File: src/apg_pkg.sv
`default_nettype none

package apg_pkg;

   // Milliseconds that pass with each tick
   localparam int unsigned MS_PER_TICK = 10;
   localparam int unsigned MS_PER_SECOND = 1000;

   localparam int unsigned VALUE_W = 24;
   localparam int unsigned COUNT_W = 25;
   localparam int unsigned MS_W = 10;

   localparam logic [COUNT_W-1:0] COUNT_MAX = {COUNT_W{1'b1}};
   localparam logic [VALUE_W-1:0] REPEAT_ON_RESET = VALUE_W'(2000);
   localparam logic [VALUE_W-1:0] REPEAT_OFF_RESET = VALUE_W'(1000);

   // Request codes
   typedef enum logic [2:0] {
      CMD_TICK = 3'd0,
      CMD_OFF = 3'd1,
      CMD_ON = 3'd2,
      CMD_REPEAT = 3'd3,
      CMD_PULSE = 3'd4,
      CMD_PULSE2 = 3'd5
   } apg_cmd_type;

   // Pattern currently driving the output
   typedef enum logic [2:0] {
      MODE_OFF = 3'd0,
      MODE_ON = 3'd1,
      MODE_REPEAT = 3'd2,
      MODE_PULSE = 3'd3,
      MODE_PULSE2 = 3'd4
   } apg_mode_type;

   typedef enum logic [1:0] {
      PHASE_ON = 2'd0,
      PHASE_OFF = 2'd1,
      PHASE_START = 2'd2
   } apg_phase_type;

   typedef struct packed {
      logic [2:0] mode;
      logic [VALUE_W-1:0] first_value;
      logic [VALUE_W-1:0] second_value;
   } apg_req_type;

   typedef struct packed {
      logic alarm_level;
      logic command_ok;
   } apg_rsp_type;

endpackage

`default_nettype wire

File: src/apg_req_if.sv
`default_nettype none

interface apg_req_if
   import apg_pkg::*;
();
   logic valid;
   logic ready;
   logic [2:0] mode;
   logic [VALUE_W-1:0] first_value;
   logic [VALUE_W-1:0] second_value;

   modport source (output valid, output mode, output first_value, output second_value,
                   input ready);
   modport sink (input valid, input mode, input first_value, input second_value,
                 output ready);
endinterface

`default_nettype wire

File: src/apg_rsp_if.sv
`default_nettype none

interface apg_rsp_if;
   logic valid;
   logic ready;
   logic alarm_level;
   logic command_ok;

   modport source (output valid, output alarm_level, output command_ok, input ready);
   modport sink (input valid, input alarm_level, input command_ok, output ready);
endinterface

`default_nettype wire

File: src/apg_core.sv
`default_nettype none

module apg_core
   import apg_pkg::*;
(
   input wire logic clock,
   input wire logic reset,
   input wire logic fire,
   input wire apg_req_type req,
   output apg_rsp_type rsp
);

   apg_mode_type active_mode_ff, active_mode_in;
   apg_phase_type repeat_phase_ff, repeat_phase_in;
   logic [VALUE_W-1:0] repeat_on_ms_ff, repeat_on_ms_in;
   logic [VALUE_W-1:0] repeat_off_ms_ff, repeat_off_ms_in;
   logic [COUNT_W-1:0] repeat_elapsed_ff, repeat_elapsed_in;
   logic [VALUE_W-1:0] pulse_len_ms_ff, pulse_len_ms_in;
   logic pulse_pending_ff, pulse_pending_in;
   logic [COUNT_W-1:0] pulse_elapsed_ff, pulse_elapsed_in;
   logic [VALUE_W-1:0] toggle_seconds_ff, toggle_seconds_in;
   logic toggle_pending_ff, toggle_pending_in;
   logic [COUNT_W-1:0] toggle_count_ff, toggle_count_in;
   logic [MS_W-1:0] ms_in_second_ff, ms_in_second_in;
   logic output_level_ff, output_level_in;
   logic command_ok;

   logic [MS_W:0] ms_sum;
   logic [MS_W-1:0] ms_next;
   logic [COUNT_W:0] repeat_sum;
   logic [COUNT_W:0] pulse_sum;
   logic [COUNT_W:0] toggle_sum;
   logic [COUNT_W-1:0] repeat_sat;
   logic [COUNT_W-1:0] pulse_sat;
   logic [COUNT_W-1:0] toggle_sat;
   logic first_zero;
   logic second_zero;

   // Uptime within the second; the sum stays below two seconds
   assign ms_sum = {1'b0, ms_in_second_ff} + (MS_W+1)'(MS_PER_TICK);
   assign ms_next = (ms_sum >= (MS_W+1)'(MS_PER_SECOND))
                    ? MS_W'(ms_sum - (MS_W+1)'(MS_PER_SECOND)) : ms_sum[MS_W-1:0];

   // Saturating counter increments
   assign repeat_sum = {1'b0, repeat_elapsed_ff} + (COUNT_W+1)'(MS_PER_TICK);
   assign pulse_sum = {1'b0, pulse_elapsed_ff} + (COUNT_W+1)'(MS_PER_TICK);
   assign toggle_sum = {1'b0, toggle_count_ff} + (COUNT_W+1)'(1);
   assign repeat_sat = repeat_sum[COUNT_W] ? COUNT_MAX : repeat_sum[COUNT_W-1:0];
   assign pulse_sat = pulse_sum[COUNT_W] ? COUNT_MAX : pulse_sum[COUNT_W-1:0];
   assign toggle_sat = toggle_sum[COUNT_W] ? COUNT_MAX : toggle_sum[COUNT_W-1:0];

   assign first_zero = (req.first_value == '0);
   assign second_zero = (req.second_value == '0);

   // Next state for one request
   always_comb begin
      apg_phase_type phase;
      logic [COUNT_W-1:0] elapsed;
      active_mode_in = active_mode_ff;
      repeat_phase_in = repeat_phase_ff;
      repeat_on_ms_in = repeat_on_ms_ff;
      repeat_off_ms_in = repeat_off_ms_ff;
      repeat_elapsed_in = repeat_elapsed_ff;
      pulse_len_ms_in = pulse_len_ms_ff;
      pulse_pending_in = pulse_pending_ff;
      pulse_elapsed_in = pulse_elapsed_ff;
      toggle_seconds_in = toggle_seconds_ff;
      toggle_pending_in = toggle_pending_ff;
      toggle_count_in = toggle_count_ff;
      ms_in_second_in = ms_in_second_ff;
      output_level_in = output_level_ff;
      command_ok = 1'b1;
      phase = repeat_phase_ff;
      elapsed = repeat_elapsed_ff;

      unique case (apg_cmd_type'(req.mode))
         CMD_TICK: begin
            ms_in_second_in = ms_next;
            case (active_mode_ff)
               MODE_OFF: output_level_in = 1'b0;
               MODE_ON: output_level_in = 1'b1;
               MODE_REPEAT: begin
                  // A fresh start enters the on phase, otherwise time runs on
                  if (repeat_phase_ff == PHASE_START) begin
                     elapsed = '0;
                     phase = PHASE_ON;
                     output_level_in = 1'b1;
                  end else begin
                     elapsed = repeat_sat;
                  end
                  if (phase == PHASE_OFF) begin
                     if (elapsed > COUNT_W'(repeat_off_ms_ff)) begin
                        output_level_in = 1'b1;
                        elapsed = '0;
                        phase = PHASE_ON;
                     end
                  end else if (phase == PHASE_ON) begin
                     if (elapsed > COUNT_W'(repeat_on_ms_ff)) begin
                        output_level_in = 1'b0;
                        elapsed = '0;
                        phase = PHASE_OFF;
                     end
                  end
                  repeat_elapsed_in = elapsed;
                  repeat_phase_in = phase;
               end
               MODE_PULSE: begin
                  if (pulse_pending_ff) begin
                     output_level_in = 1'b1;
                     pulse_pending_in = 1'b0;
                     pulse_elapsed_in = '0;
                  end else if (pulse_elapsed_ff > COUNT_W'(pulse_len_ms_ff)) begin
                     output_level_in = 1'b0;
                  end else begin
                     pulse_elapsed_in = pulse_sat;
                  end
               end
               MODE_PULSE2: begin
                  // Start high, then toggle on each whole second of uptime; low once past the limit
                  if (toggle_pending_ff) begin
                     output_level_in = 1'b1;
                     toggle_pending_in = 1'b0;
                     toggle_count_in = '0;
                  end else if (toggle_count_ff > COUNT_W'(toggle_seconds_ff)) begin
                     output_level_in = 1'b0;
                  end else if (ms_next == '0) begin
                     toggle_count_in = toggle_sat;
                     output_level_in = ~output_level_ff;
                  end
               end
               default: ;
            endcase
         end
         CMD_OFF: active_mode_in = MODE_OFF;
         CMD_ON: active_mode_in = MODE_ON;
         CMD_REPEAT: begin
            if (!first_zero && !second_zero) begin
               repeat_on_ms_in = req.first_value;
               repeat_off_ms_in = req.second_value;
               repeat_phase_in = PHASE_START;
               active_mode_in = MODE_REPEAT;
            end else begin
               command_ok = 1'b0;
            end
         end
         CMD_PULSE: begin
            if (!first_zero) begin
               pulse_len_ms_in = req.first_value;
               pulse_pending_in = 1'b1;
               active_mode_in = MODE_PULSE;
            end else begin
               command_ok = 1'b0;
            end
         end
         CMD_PULSE2: begin
            if (!first_zero) begin
               toggle_seconds_in = req.first_value;
               toggle_pending_in = 1'b1;
               active_mode_in = MODE_PULSE2;
            end else begin
               command_ok = 1'b0;
            end
         end
         default: command_ok = 1'b0;
      endcase
   end

   // Result of the request being processed
   always_comb begin
      rsp.alarm_level = output_level_in;
      rsp.command_ok = command_ok;
   end

   // Pattern state
   always_ff @(posedge clock) begin
      if (reset) begin
         active_mode_ff <= MODE_OFF;
         repeat_phase_ff <= PHASE_ON;
         repeat_on_ms_ff <= REPEAT_ON_RESET;
         repeat_off_ms_ff <= REPEAT_OFF_RESET;
         repeat_elapsed_ff <= '0;
         pulse_len_ms_ff <= '0;
         pulse_pending_ff <= 1'b0;
         pulse_elapsed_ff <= '0;
         toggle_seconds_ff <= '0;
         toggle_pending_ff <= 1'b0;
         toggle_count_ff <= '0;
         ms_in_second_ff <= '0;
         output_level_ff <= 1'b0;
      end else if (fire) begin
         active_mode_ff <= active_mode_in;
         repeat_phase_ff <= repeat_phase_in;
         repeat_on_ms_ff <= repeat_on_ms_in;
         repeat_off_ms_ff <= repeat_off_ms_in;
         repeat_elapsed_ff <= repeat_elapsed_in;
         pulse_len_ms_ff <= pulse_len_ms_in;
         pulse_pending_ff <= pulse_pending_in;
         pulse_elapsed_ff <= pulse_elapsed_in;
         toggle_seconds_ff <= toggle_seconds_in;
         toggle_pending_ff <= toggle_pending_in;
         toggle_count_ff <= toggle_count_in;
         ms_in_second_ff <= ms_in_second_in;
         output_level_ff <= output_level_in;
      end
   end

endmodule

`default_nettype wire

File: src/alarm_pattern_generator.sv
// Alarm pattern generator.
// Request channel (req): one tick or command per request, taken when valid and
// ready are both high. A tick advances the active pattern by MS_PER_TICK ms;
// commands select off, on, repeat, pulse or pulse2 and take effect on the next
// tick. Start commands with a zero duration are rejected.
// Response channel (rsp): exactly one response per request, carrying the alarm
// level after that request and command_ok.
// Path: a request is captured in the input register, is evaluated against
// the pattern state, and its response is then captured in the result register,
// where it is held until it is taken.
// Throughput: one request per cycle while rsp.ready stays high; the state
// update is a single pass of counter add and compare logic between the input and result registers.
// Reset: synchronous; clears the valid flags of both pipeline registers and
// returns the pattern to off, repeat times 2000/1000 ms, all counters zero.
// Stall: while rsp.ready is low the result register holds and the input
// register fills; then req.ready drops until the response is taken.
`default_nettype none

module alarm_pattern_generator
   import apg_pkg::*;
(
   input wire logic clock,
   input wire logic reset,
   apg_req_if.sink req,
   apg_rsp_if.source rsp
);

   logic s1_valid_ff, s1_valid_in;
   apg_req_type s1_req_ff;
   logic s2_valid_ff, s2_valid_in;
   apg_rsp_type s2_rsp_ff;
   apg_rsp_type core_rsp;
   logic advance;
   logic s1_fire;
   logic req_fire;

   // Pipeline flow control
   assign advance = !s2_valid_ff || rsp.ready;
   assign s1_fire = s1_valid_ff && advance;
   assign req.ready = !s1_valid_ff || advance;
   assign req_fire = req.valid && req.ready;

   assign s1_valid_in = req_fire ? 1'b1 : (s1_fire ? 1'b0 : s1_valid_ff);
   assign s2_valid_in = s1_fire ? 1'b1 : (rsp.ready ? 1'b0 : s2_valid_ff);

   // Input register
   always_ff @(posedge clock) begin
      if (reset) begin
         s1_valid_ff <= 1'b0;
      end else begin
         s1_valid_ff <= s1_valid_in;
      end
   end

   always_ff @(posedge clock) begin
      if (req_fire) begin
         s1_req_ff.mode <= req.mode;
         s1_req_ff.first_value <= req.first_value;
         s1_req_ff.second_value <= req.second_value;
      end
   end

   // Pattern state and evaluation
   apg_core u_core (
      .clock (clock),
      .reset (reset),
      .fire  (s1_fire),
      .req   (s1_req_ff),
      .rsp   (core_rsp)
   );

   // Result register
   always_ff @(posedge clock) begin
      if (reset) begin
         s2_valid_ff <= 1'b0;
      end else begin
         s2_valid_ff <= s2_valid_in;
      end
   end

   always_ff @(posedge clock) begin
      if (s1_fire) begin
         s2_rsp_ff <= core_rsp;
      end
   end

   assign rsp.valid = s2_valid_ff;
   assign rsp.alarm_level = s2_rsp_ff.alarm_level;
   assign rsp.command_ok = s2_rsp_ff.command_ok;

endmodule

`default_nettype wire

File: src/flat_wrapper.sv
// flat-port wrapper written by rule: the top's interface ports become plain ports
module alarm_pattern_generator_flat import apg_pkg::*;
  (clock, reset, req_valid, req_mode, req_first_value, req_second_value, req_ready, rsp_valid, rsp_alarm_level, rsp_command_ok, rsp_ready);
  apg_req_if req_i ();
  apg_rsp_if rsp_i ();
  input wire logic clock;
  input wire logic reset;
  input wire logic [$bits(req_i.valid)-1:0] req_valid;
  input wire logic [$bits(req_i.mode)-1:0] req_mode;
  input wire logic [$bits(req_i.first_value)-1:0] req_first_value;
  input wire logic [$bits(req_i.second_value)-1:0] req_second_value;
  output wire logic [$bits(req_i.ready)-1:0] req_ready;
  output wire logic [$bits(rsp_i.valid)-1:0] rsp_valid;
  output wire logic [$bits(rsp_i.alarm_level)-1:0] rsp_alarm_level;
  output wire logic [$bits(rsp_i.command_ok)-1:0] rsp_command_ok;
  input wire logic [$bits(rsp_i.ready)-1:0] rsp_ready;
  assign req_i.valid = req_valid;
  assign req_i.mode = req_mode;
  assign req_i.first_value = req_first_value;
  assign req_i.second_value = req_second_value;
  assign req_ready = req_i.ready;
  assign rsp_valid = rsp_i.valid;
  assign rsp_alarm_level = rsp_i.alarm_level;
  assign rsp_command_ok = rsp_i.command_ok;
  assign rsp_i.ready = rsp_ready;
  alarm_pattern_generator u_core (.clock(clock), .reset(reset), .req(req_i), .rsp(rsp_i));
endmodule
File: config.mk
export PLATFORM = sky130hd
export DESIGN_NAME = alarm_pattern_generator_flat
export DESIGN_NICKNAME = d
export VERILOG_FILES = /design/src/apg_pkg.sv /design/src/apg_req_if.sv /design/src/apg_rsp_if.sv /design/src/apg_core.sv /design/src/alarm_pattern_generator.sv /design/src/flat_wrapper.sv
export SDC_FILE = /design/constraint.sdc
export NUM_CORES = 1
export LEC_CHECK = 0
export ABC_AREA = 1
export BUFFER_PORTS_ARGS = -buffer_cell sky130_fd_sc_hd__buf_2
export CORE_ASPECT_RATIO = 0.9
export CORE_UTILIZATION = 30
export DETAILED_ROUTE_END_ITERATION = 8
export PLACE_DENSITY = 0.52
export SLEW_MARGIN = 25
export SYNTH_ARGS = -nofsm -noshare
export SYNTH_HDL_FRONTEND = slang
export SYNTH_SLANG_ARGS = --single-unit
export TNS_END_PERCENT = 50
File: constraint.sdc
create_clock -name clock -period 4.9 [get_ports clock]
set_clock_uncertainty 0.15 [all_clocks]
set_input_delay 1.47 -clock clock [delete_from_list [all_inputs] [get_ports clock]]
set_output_delay 1.47 -clock clock [all_outputs]
set_load 0.05 [all_outputs]
==> results of run 1 <==
==> through the flow <==
stage | hold slack [ns] | cells | total power (W)
floorplan | 0.277 | 1701 | 0.00231
global placement | 0.301 | 2278 | 0.00242
detailed placement | 0.302 | 2278 | 0.00242
CTS | 0.314 | 2334 | 0.00498
global route | 0.331 | 2334 | 0.00510
finish | 0.311 | 2334 | 0.00492
==> cells by family (layout without fill, tap and decap cells) <==
family / after synthesis / after routing
xor gates and xnor gates: 35 / 35
buffers and inverters: 290 / 368
AOI/OAI and AO/OA: 447 / 447
adders and majority gates: 102 / 102
and+or+nand+nor: 584 / 584
DFF: 243 / 243
==> registers in the layout (all words and copies together) (netlist names) <==
name	count
u_core.u_core.active_mode_ff	3
u_core.s1_valid_ff	1
u_core.u_core.pulse_len_ms_ff	24
u_core.rsp.valid	1
u_core.u_core.pulse_pending_ff	1
u_core.s1_req_ff	51
u_core.u_core.toggle_count_ff	25
u_core.rsp.alarm_level	1
u_core.u_core.pulse_elapsed_ff	25
u_core.u_core.repeat_off_ms_ff	24
u_core.u_core.repeat_elapsed_ff	25
u_core.u_core.toggle_seconds_ff	24
u_core.u_core.output_level_ff	1
u_core.u_core.ms_in_second_ff	9
u_core.u_core.toggle_pending_ff	1
u_core.u_core.repeat_phase_ff	2
u_core.rsp.command_ok	1
u_core.u_core.repeat_on_ms_ff	24
==> area by class of cell <==
| type | count | area (um^2) |
|---|---|---|
| multi-input combinational | 1168 | 6680 |
| sequential | 243 | 5400 |
| inverter | 234 | 878 |
| tap | 555 | 694 |
| timing repair buffer | 78 | 444 |
| fill | 4505 | 27900 |
| clock inverter | 24 | 387 |
| clock buffer | 32 | 758 |
==> critical path, stage by stage (launching register included) <==
cell	delay [ns]
dfxtp_1	0.41
nand2_1	0.12
nor3_1	0.27
nand4_1	0.21
inv_1	0.14
nand3b_1	0.33
a21oi_1	0.60
ha_1	0.35
a21oi_1	0.14
o21ai_0	0.09
nand2_1	0.06
nand3_1	0.07
nand2_1	0.07
nand2_1	0.05
nand2_1	0.05
nand2_1	0.04
nand2_1	0.06
nand2_1	0.04
a21oi_1	0.13
o21bai_1	0.13
nand2_1	0.12
and3_1	0.17
buf_6	0.21
nand2_1	0.07
a21oi_1	0.13
==> synth_stat cells (all sizes together) (3+ instances only) <==
library cell    n  area share
nand2         288       0.083
inv           232       0.066
a21oi         226       0.086
dfxtp         190        0.29
o21ai         164       0.064
nor2          104       0.032
ha            102       0.097
nand3          59       0.025
edfxtp         53        0.12
nor3           52       0.021
clkbuf         48       0.014
nand4          35       0.018
xor2           31       0.021
nor4           30       0.015
a211oi         16      0.0091
buf             8      0.0038
o21a            8      0.0046
o211ai          6      0.0034
a221oi          5      0.0033
a31oi           5      0.0024
or2             5      0.0024
nand3b          4      0.0023
o31ai           4      0.0023
xnor2           4      0.0027
a311oi          3      0.0020
o21bai          3      0.0017
==> metal layers <==
layer | routed length (um) | up-vias
met3 | 2010 | 50
met2 | 15800 | 281
met5 | 0 | -
met4 | 704 | 0
met1 | 18100 | 5240
li1 | - | 5923
==> power by group through the flow <==
stage	logic, W	clock network (W)	registers [W]
3_5_place_dp	0.000229	0	0.00219
2_1_floorplan	0.000146	0	0.00217
5_1_grt	0.000260	0.00269	0.00215
6_report	0.000228	0.00254	0.00215
3_3_place_gp	0.000225	0	0.00219
4_1_cts	0.000230	0.00261	0.00215
==> worst max-delay path by stage <==
| stage | startpoint | to | slack [ns] | depth (start not counted) |
|---|---|---|---|---|
| after global routing | u_core.u_core.repeat_elapsed_ff[1] | u_core.u_core.repeat_elapsed_ff[1] | 0.01 | 27 |
| after floorplan | u_core.u_core.repeat_elapsed_ff[1] | u_core.u_core.repeat_elapsed_ff[17] | 1.06 | 25 |
| after CTS | u_core.u_core.repeat_elapsed_ff[1] | u_core.u_core.repeat_elapsed_ff[11] | 0.39 | 24 |
| final | u_core.u_core.repeat_elapsed_ff[18] | u_core.u_core.repeat_elapsed_ff[1] | 0.55 | 24 |
| after detailed placement | u_core.u_core.repeat_elapsed_ff[1] | u_core.u_core.repeat_elapsed_ff[11] | 0.43 | 24 |
| after global placement | u_core.u_core.repeat_elapsed_ff[1] | u_core.u_core.repeat_elapsed_ff[10] | 0.65 | 24 |
==> impl_metrics.py, run 1 <==
metrics = {
    "setup_path": {
        "r2r_setup_slack_ns": 0.55,
        "r2r-start": "u_core.u_core.repeat_elapsed_ff[18]",
        "cp_max_fo": 24,
        "critPathLaunchType": "register",
        "cp-end-kind": "register",
        "worstPathRequired_ns": 5.24,
        "critPathKind": "register to register",
        "r2r-end": "u_core.u_core.repeat_elapsed_ff[1]",
        "r2r_cells": 24,
        "worstPathArrival_ns": 4.69,
    },
    "cts": {
        "cts.sinks": 243,
        "postCtsSetupBuffers": 0,
        "holdBufCountCts": 0,
        "cts_made_buffers": 30,
        "ctsResizeCount": 0,
        "cts-root-buf": "clkbuf_16",
        "cts-htree-levels": 1,
        "clkLatencyLatePin_ns": 0.58,
        "clkTransAtPathRegs_ns": 0.06,
        "ctsLongestPathBuffers": 3,
        "cts_tree": "yes",
    },
    "power_and_ir_drop": {
        "power.internal_w": 0.00378,
        "power_density_nw_per_um2": 323,
        "p_clk_frac": 0.517,
        "p_sw_frac": 0.231,
        "pwr-share-comb": 0.046,
        "peakVddDrop_v": 0.000287,
        "p_seq_frac": 0.437,
        "switchingPower_w": 0.00114,
        "p_leak_nw": 6.09,
    },
    "logic_synthesis": {
        "synthMuxAreaShare": 0,
        "synth_cell_types": 55,
        "synth_top_family_by_area": "simple AND/OR/NAND/NOR gates",
        "synth_edf_count": 53,
        "yosysWarnings": 0,
        "ys_seq_elements": 243,
        "ys.flop_type": "dfxtp_1",
        "synthXorXnorAreaFrac": 0.0233,
        "seq_area_frac_synth": 0.410,
        "mappedNetlistArea_um2": 13200,
        "syn_inst": 1701,
        "synth-simple-area-share": 0.202,
        "async_flop_share": 0,
        "syn_nets": 1858,
        "synth-compound-area-share": 0.184,
        "syn_area_per_cell_um2": 7.74,
        "synth-adder-area-share": 0.0969,
    },
    "global_route": {
        "grt_start_max_net_pins": 78,
        "met2_usage": 0.256,
        "grt_usage": 0.163,
        "grt_use_met1": 0.234,
        "use_met3": 0.0240,
        "top_usage_layer": "met2",
        "grt_pass1_wl_mm": 58.3,
        "overflow": 0,
        "grt_pass1_vias": 10700,
        "antenna_found_initial": 1,
    },
    "routing": {
        "postRouteAntennaNets": 0,
        "drc": 0,
        "dr.pass1.iters": 5,
        "drt-vias-per-instance": 4.92,
        "vias": 11500,
        "wl_per_cell_um": 15.7,
        "drt_iter0_markers": 654,
        "drt-total-wl_mm": 36.6,
    },
    "cells_and_area": {
        "drive_gt1_frac": 0.0995,
        "area_growth_pct": 15.7,
        "fin_nets": 1912,
        "fin_util": 0.353,
        "stdcell_area_um2": 15200,
        "antennaDiodeCount": 0,
        "final_cell_mix": "nand2_1, inv_1, a21oi_1, dfxtp_1, o21ai_0",
        "layout_commonest_cell": "nand2_1",
    },
    "floorplanning": {
        "die_w_um": 223,
        "io_pins": 59,
        "rows": 72,
        "core-area_um2": 43200,
        "die_h_um": 201,
        "dieArea_um2": 44700,
        "initial_core_util": 0.305,
    },
    "flow_run": {
        "max_cap_viol_count": 0,
    },
    "placement": {
        "placed_cell_area_um2": 14100,
        "post-place-ws_ns": 0.426,
        "hpwl_mm": 27.5,
        "portBuffers": 58,
        "place_congestion": 0.887,
    },
    "sta": {
        "hold_viol_final": 0,
        "tns_ns": 0,
        "fmax_ghz": 0.230,
        "finalMaxSlewViolations": 0,
        "setup_viol": 0,
        "min_period_over_period": 0.888,
        "rsz0062_at_grt": "false",
        "fin_crit_ns": 4.35,
        "relSlewSlack": 0.319,
        "worst_slack_ns": 0.550,
        "worstMarginPinSlew_ns": 1.02,
    },
    "min_path": {
        "whs_path_depth": 2,
        "worstHoldStart": "u_core.u_core.toggle_seconds_ff[13]",
        "hold_path.class": "register to register",
        "whs_endpoint": "u_core.u_core.toggle_seconds_ff[13]",
    },
    "outcome": {
        "outcome": "completed",
    },
}
(Power assumes the default switching activity.)
==> run 2, diff against run 1 <==
--- a/config.mk
+++ b/config.mk
@@ -7,7 +7,7 @@
 export LEC_CHECK = 0
 export ABC_AREA = 1
 export BUFFER_PORTS_ARGS = -buffer_cell sky130_fd_sc_hd__buf_2
-export CORE_ASPECT_RATIO = 0.9
+export CORE_ASPECT_RATIO = 0.5
 export CORE_UTILIZATION = 30
 export DETAILED_ROUTE_END_ITERATION = 8
 export PLACE_DENSITY = 0.52
==> run 2 against run 1 <==
  * Wire length down 2.7%
  * Die area up 0.11%
  * Critical path type unchanged
  * Final cell count up 0.43%
  * Register-to-register slack better by 0.08 ns
  * Final area down 1.6%
  * Worst hold slack worse by 0.0068 ns
  * Clock power down 16%
  * Highest routed layer unchanged
  * Largest cell class unchanged
==> impl_metrics.py, run 2 (synthesis gave the netlist of run 1 again) <==
metrics = {
    "cts": {
        "postCtsSetupBuffers": 0,
        "cts.sinks": 243,
        "clkLatencyLatePin_ns": 0.56,
        "cts_made_buffers": 27,
        "clkTransAtPathRegs_ns": 0.06,
        "ctsLongestPathBuffers": 3,
        "cts_tree": "yes",
        "cts-root-buf": "clkbuf_16",
        "cts-htree-levels": 1,
    },
    "global_route": {
        "grt_pass1_vias": 10600,
        "grt_pass1_wl_mm": 57.9,
        "antenna_found_initial": 0,
        "met2_usage": 0.255,
        "grt_usage": 0.161,
        "grt_use_met1": 0.228,
        "overflow": 0,
        "top_usage_layer": "met2",
        "grt_start_max_net_pins": 78,
        "use_met3": 0.0244,
    },
    "setup_path": {
        "r2r_setup_slack_ns": 0.63,
        "critPathLaunchType": "register",
        "worstPathRequired_ns": 5.22,
        "r2r-end": "u_core.u_core.repeat_elapsed_ff[17]",
        "path_buf_inv": 4,
        "critical-path-top-delay-family": "simple AND/OR/NAND/NOR gates",
        "max_stage_delay_ns": 0.38,
        "cp_max_fo": 24,
        "r2r-start": "u_core.u_core.repeat_elapsed_ff[1]",
        "path_common_cell": "nand2_1",
        "worstSetupStartpoint": "u_core.u_core.repeat_elapsed_ff[1]",
        "critPathKind": "register to register",
        "cp-end-kind": "register",
        "slowest_stage": "dfxtp_1",
        "r2r_cells": 31,
        "worstPathArrival_ns": 4.60,
    },
    "cells_and_area": {
        "fin_nets": 1903,
        "area_growth_pct": 13.9,
        "largest_register": "u_core.s1_req_ff",
        "stdcell_area_um2": 15000,
        "largest_reg_flops": 51,
        "drive_gt1_frac": 0.0889,
        "layout_commonest_cell": "nand2_1",
        "final_cell_mix": "nand2_1, inv_1, a21oi_1, dfxtp_1, o21ai_0",
        "antennaDiodeCount": 0,
    },
    "power_and_ir_drop": {
        "peakVddDrop_v": 0.000202,
        "p_leak_nw": 5.97,
        "power_density_nw_per_um2": 301,
    },
    "min_path": {
        "whs_endpoint": "u_core.u_core.pulse_elapsed_ff[0]",
        "whs_path_depth": 2,
        "hold_path.class": "register to register",
        "worstHoldStart": "u_core.u_core.pulse_elapsed_ff[0]",
    },
    "placement": {
        "placed_cell_area_um2": 14100,
        "post-place-ws_ns": 0.566,
        "portBuffers": 58,
        "hpwl_mm": 26.4,
        "place_congestion": 0.857,
    },
    "floorplanning": {
        "dieArea_um2": 44800,
        "io_pins": 59,
        "initial_core_util": 0.309,
        "core-area_um2": 42600,
        "die_h_um": 150,
        "die_w_um": 298,
        "rows": 53,
    },
    "outcome": {
        "outcome": "completed",
    },
    "sta": {
        "relSlewSlack": 0.348,
        "hold_viol_final": 0,
        "finalMaxSlewViolations": 0,
        "setup_viol": 0,
        "worstMarginPinSlew_ns": 0.978,
        "fmax_ghz": 0.234,
        "tns_ns": 0,
        "fin_crit_ns": 4.27,
        "worst_slack_ns": 0.627,
        "min_period_over_period": 0.872,
        "rsz0062_at_grt": "false",
    },
    "routing": {
        "drt_iter0_markers": 812,
        "drc": 0,
        "drt-total-wl_mm": 35.6,
        "postRouteAntennaNets": 0,
        "wl_per_cell_um": 15.2,
        "vias": 11200,
        "drt-vias-per-instance": 4.77,
        "dr.pass1.iters": 5,
    },
    "flow_run": {
        "max_cap_viol_count": 0,
    },
}
[run 2: how the worst max path moves through the flow]
stage | slack [ns] | end | cells past startpoint
after floorplan | 1.06 | u_core.u_core.repeat_elapsed_ff[17] | 25
after global placement | 0.64 | u_core.u_core.repeat_elapsed_ff[10] | 31
after detailed placement | 0.57 | u_core.u_core.repeat_elapsed_ff[17] | 31
after CTS | 0.51 | u_core.u_core.repeat_elapsed_ff[17] | 31
after global routing | 0.01 | u_core.u_core.repeat_elapsed_ff[19] | 27
final | 0.63 | u_core.u_core.repeat_elapsed_ff[17] | 31
[run 2: through the flow]
stage | total power (W) | hold slack [ns] | cells | utilization
2_1_floorplan | 0.00231 | 0.277 | 1701 | -
3_3_place_gp | 0.00241 | 0.293 | 2294 | 0.330
3_5_place_dp | 0.00242 | 0.297 | 2294 | 0.330
4_1_cts | 0.00456 | 0.306 | 2344 | 0.351
5_1_grt | 0.00467 | 0.325 | 2344 | 0.352
6_report | 0.00451 | 0.304 | 2344 | 0.352
[run 2: layer usage]
| metal | up-vias | wire (um) |
|---|---|---|
| met5 | - | 0 |
| met4 | 0 | 891 |
| met3 | 51 | 1240 |
| met2 | 154 | 15200 |
| met1 | 5094 | 18200 |
| li1 | 5886 | - |
[run 2: layout make-up]
| cell class | instances | area, um^2 |
|---|---|---|
| Fill cell | 4493 | 27600 |
| Multi-Input combinational cell | 1168 | 6680 |
| Sequential cell | 243 | 5400 |
| Inverter | 234 | 878 |
| Clock buffer | 36 | 729 |
| Tap cell | 577 | 722 |
| Timing Repair Buffer | 72 | 412 |
| Clock inverter | 14 | 180 |
[run 2: what timing repair did]
action	in CTS	in global routing
resized for setup	0	5
endpoints found under the setup margin	0	25
hold buffers	0	0
[run 2: worst register-to-register path: cells and delay by family, from the launching register on]
family	cells	cell delay [ns]
flops	1	0.38
buf+inv	4	0.53
compound gates	6	0.63
fa+ha+maj	2	0.49
simple gates	19	2.02
[run 2: power by group]
| group | total (W) | internal (W) | switching [W] |
|---|---|---|---|
| clock | 0.00214 | 0.00126 | 0.000878 |
| combinational | 0.000226 | 0.0000759 | 0.000150 |
| sequential | 0.00214 | 0.00210 | 0.0000456 |
| total | 0.00451 | 0.00343 | 0.00107 |
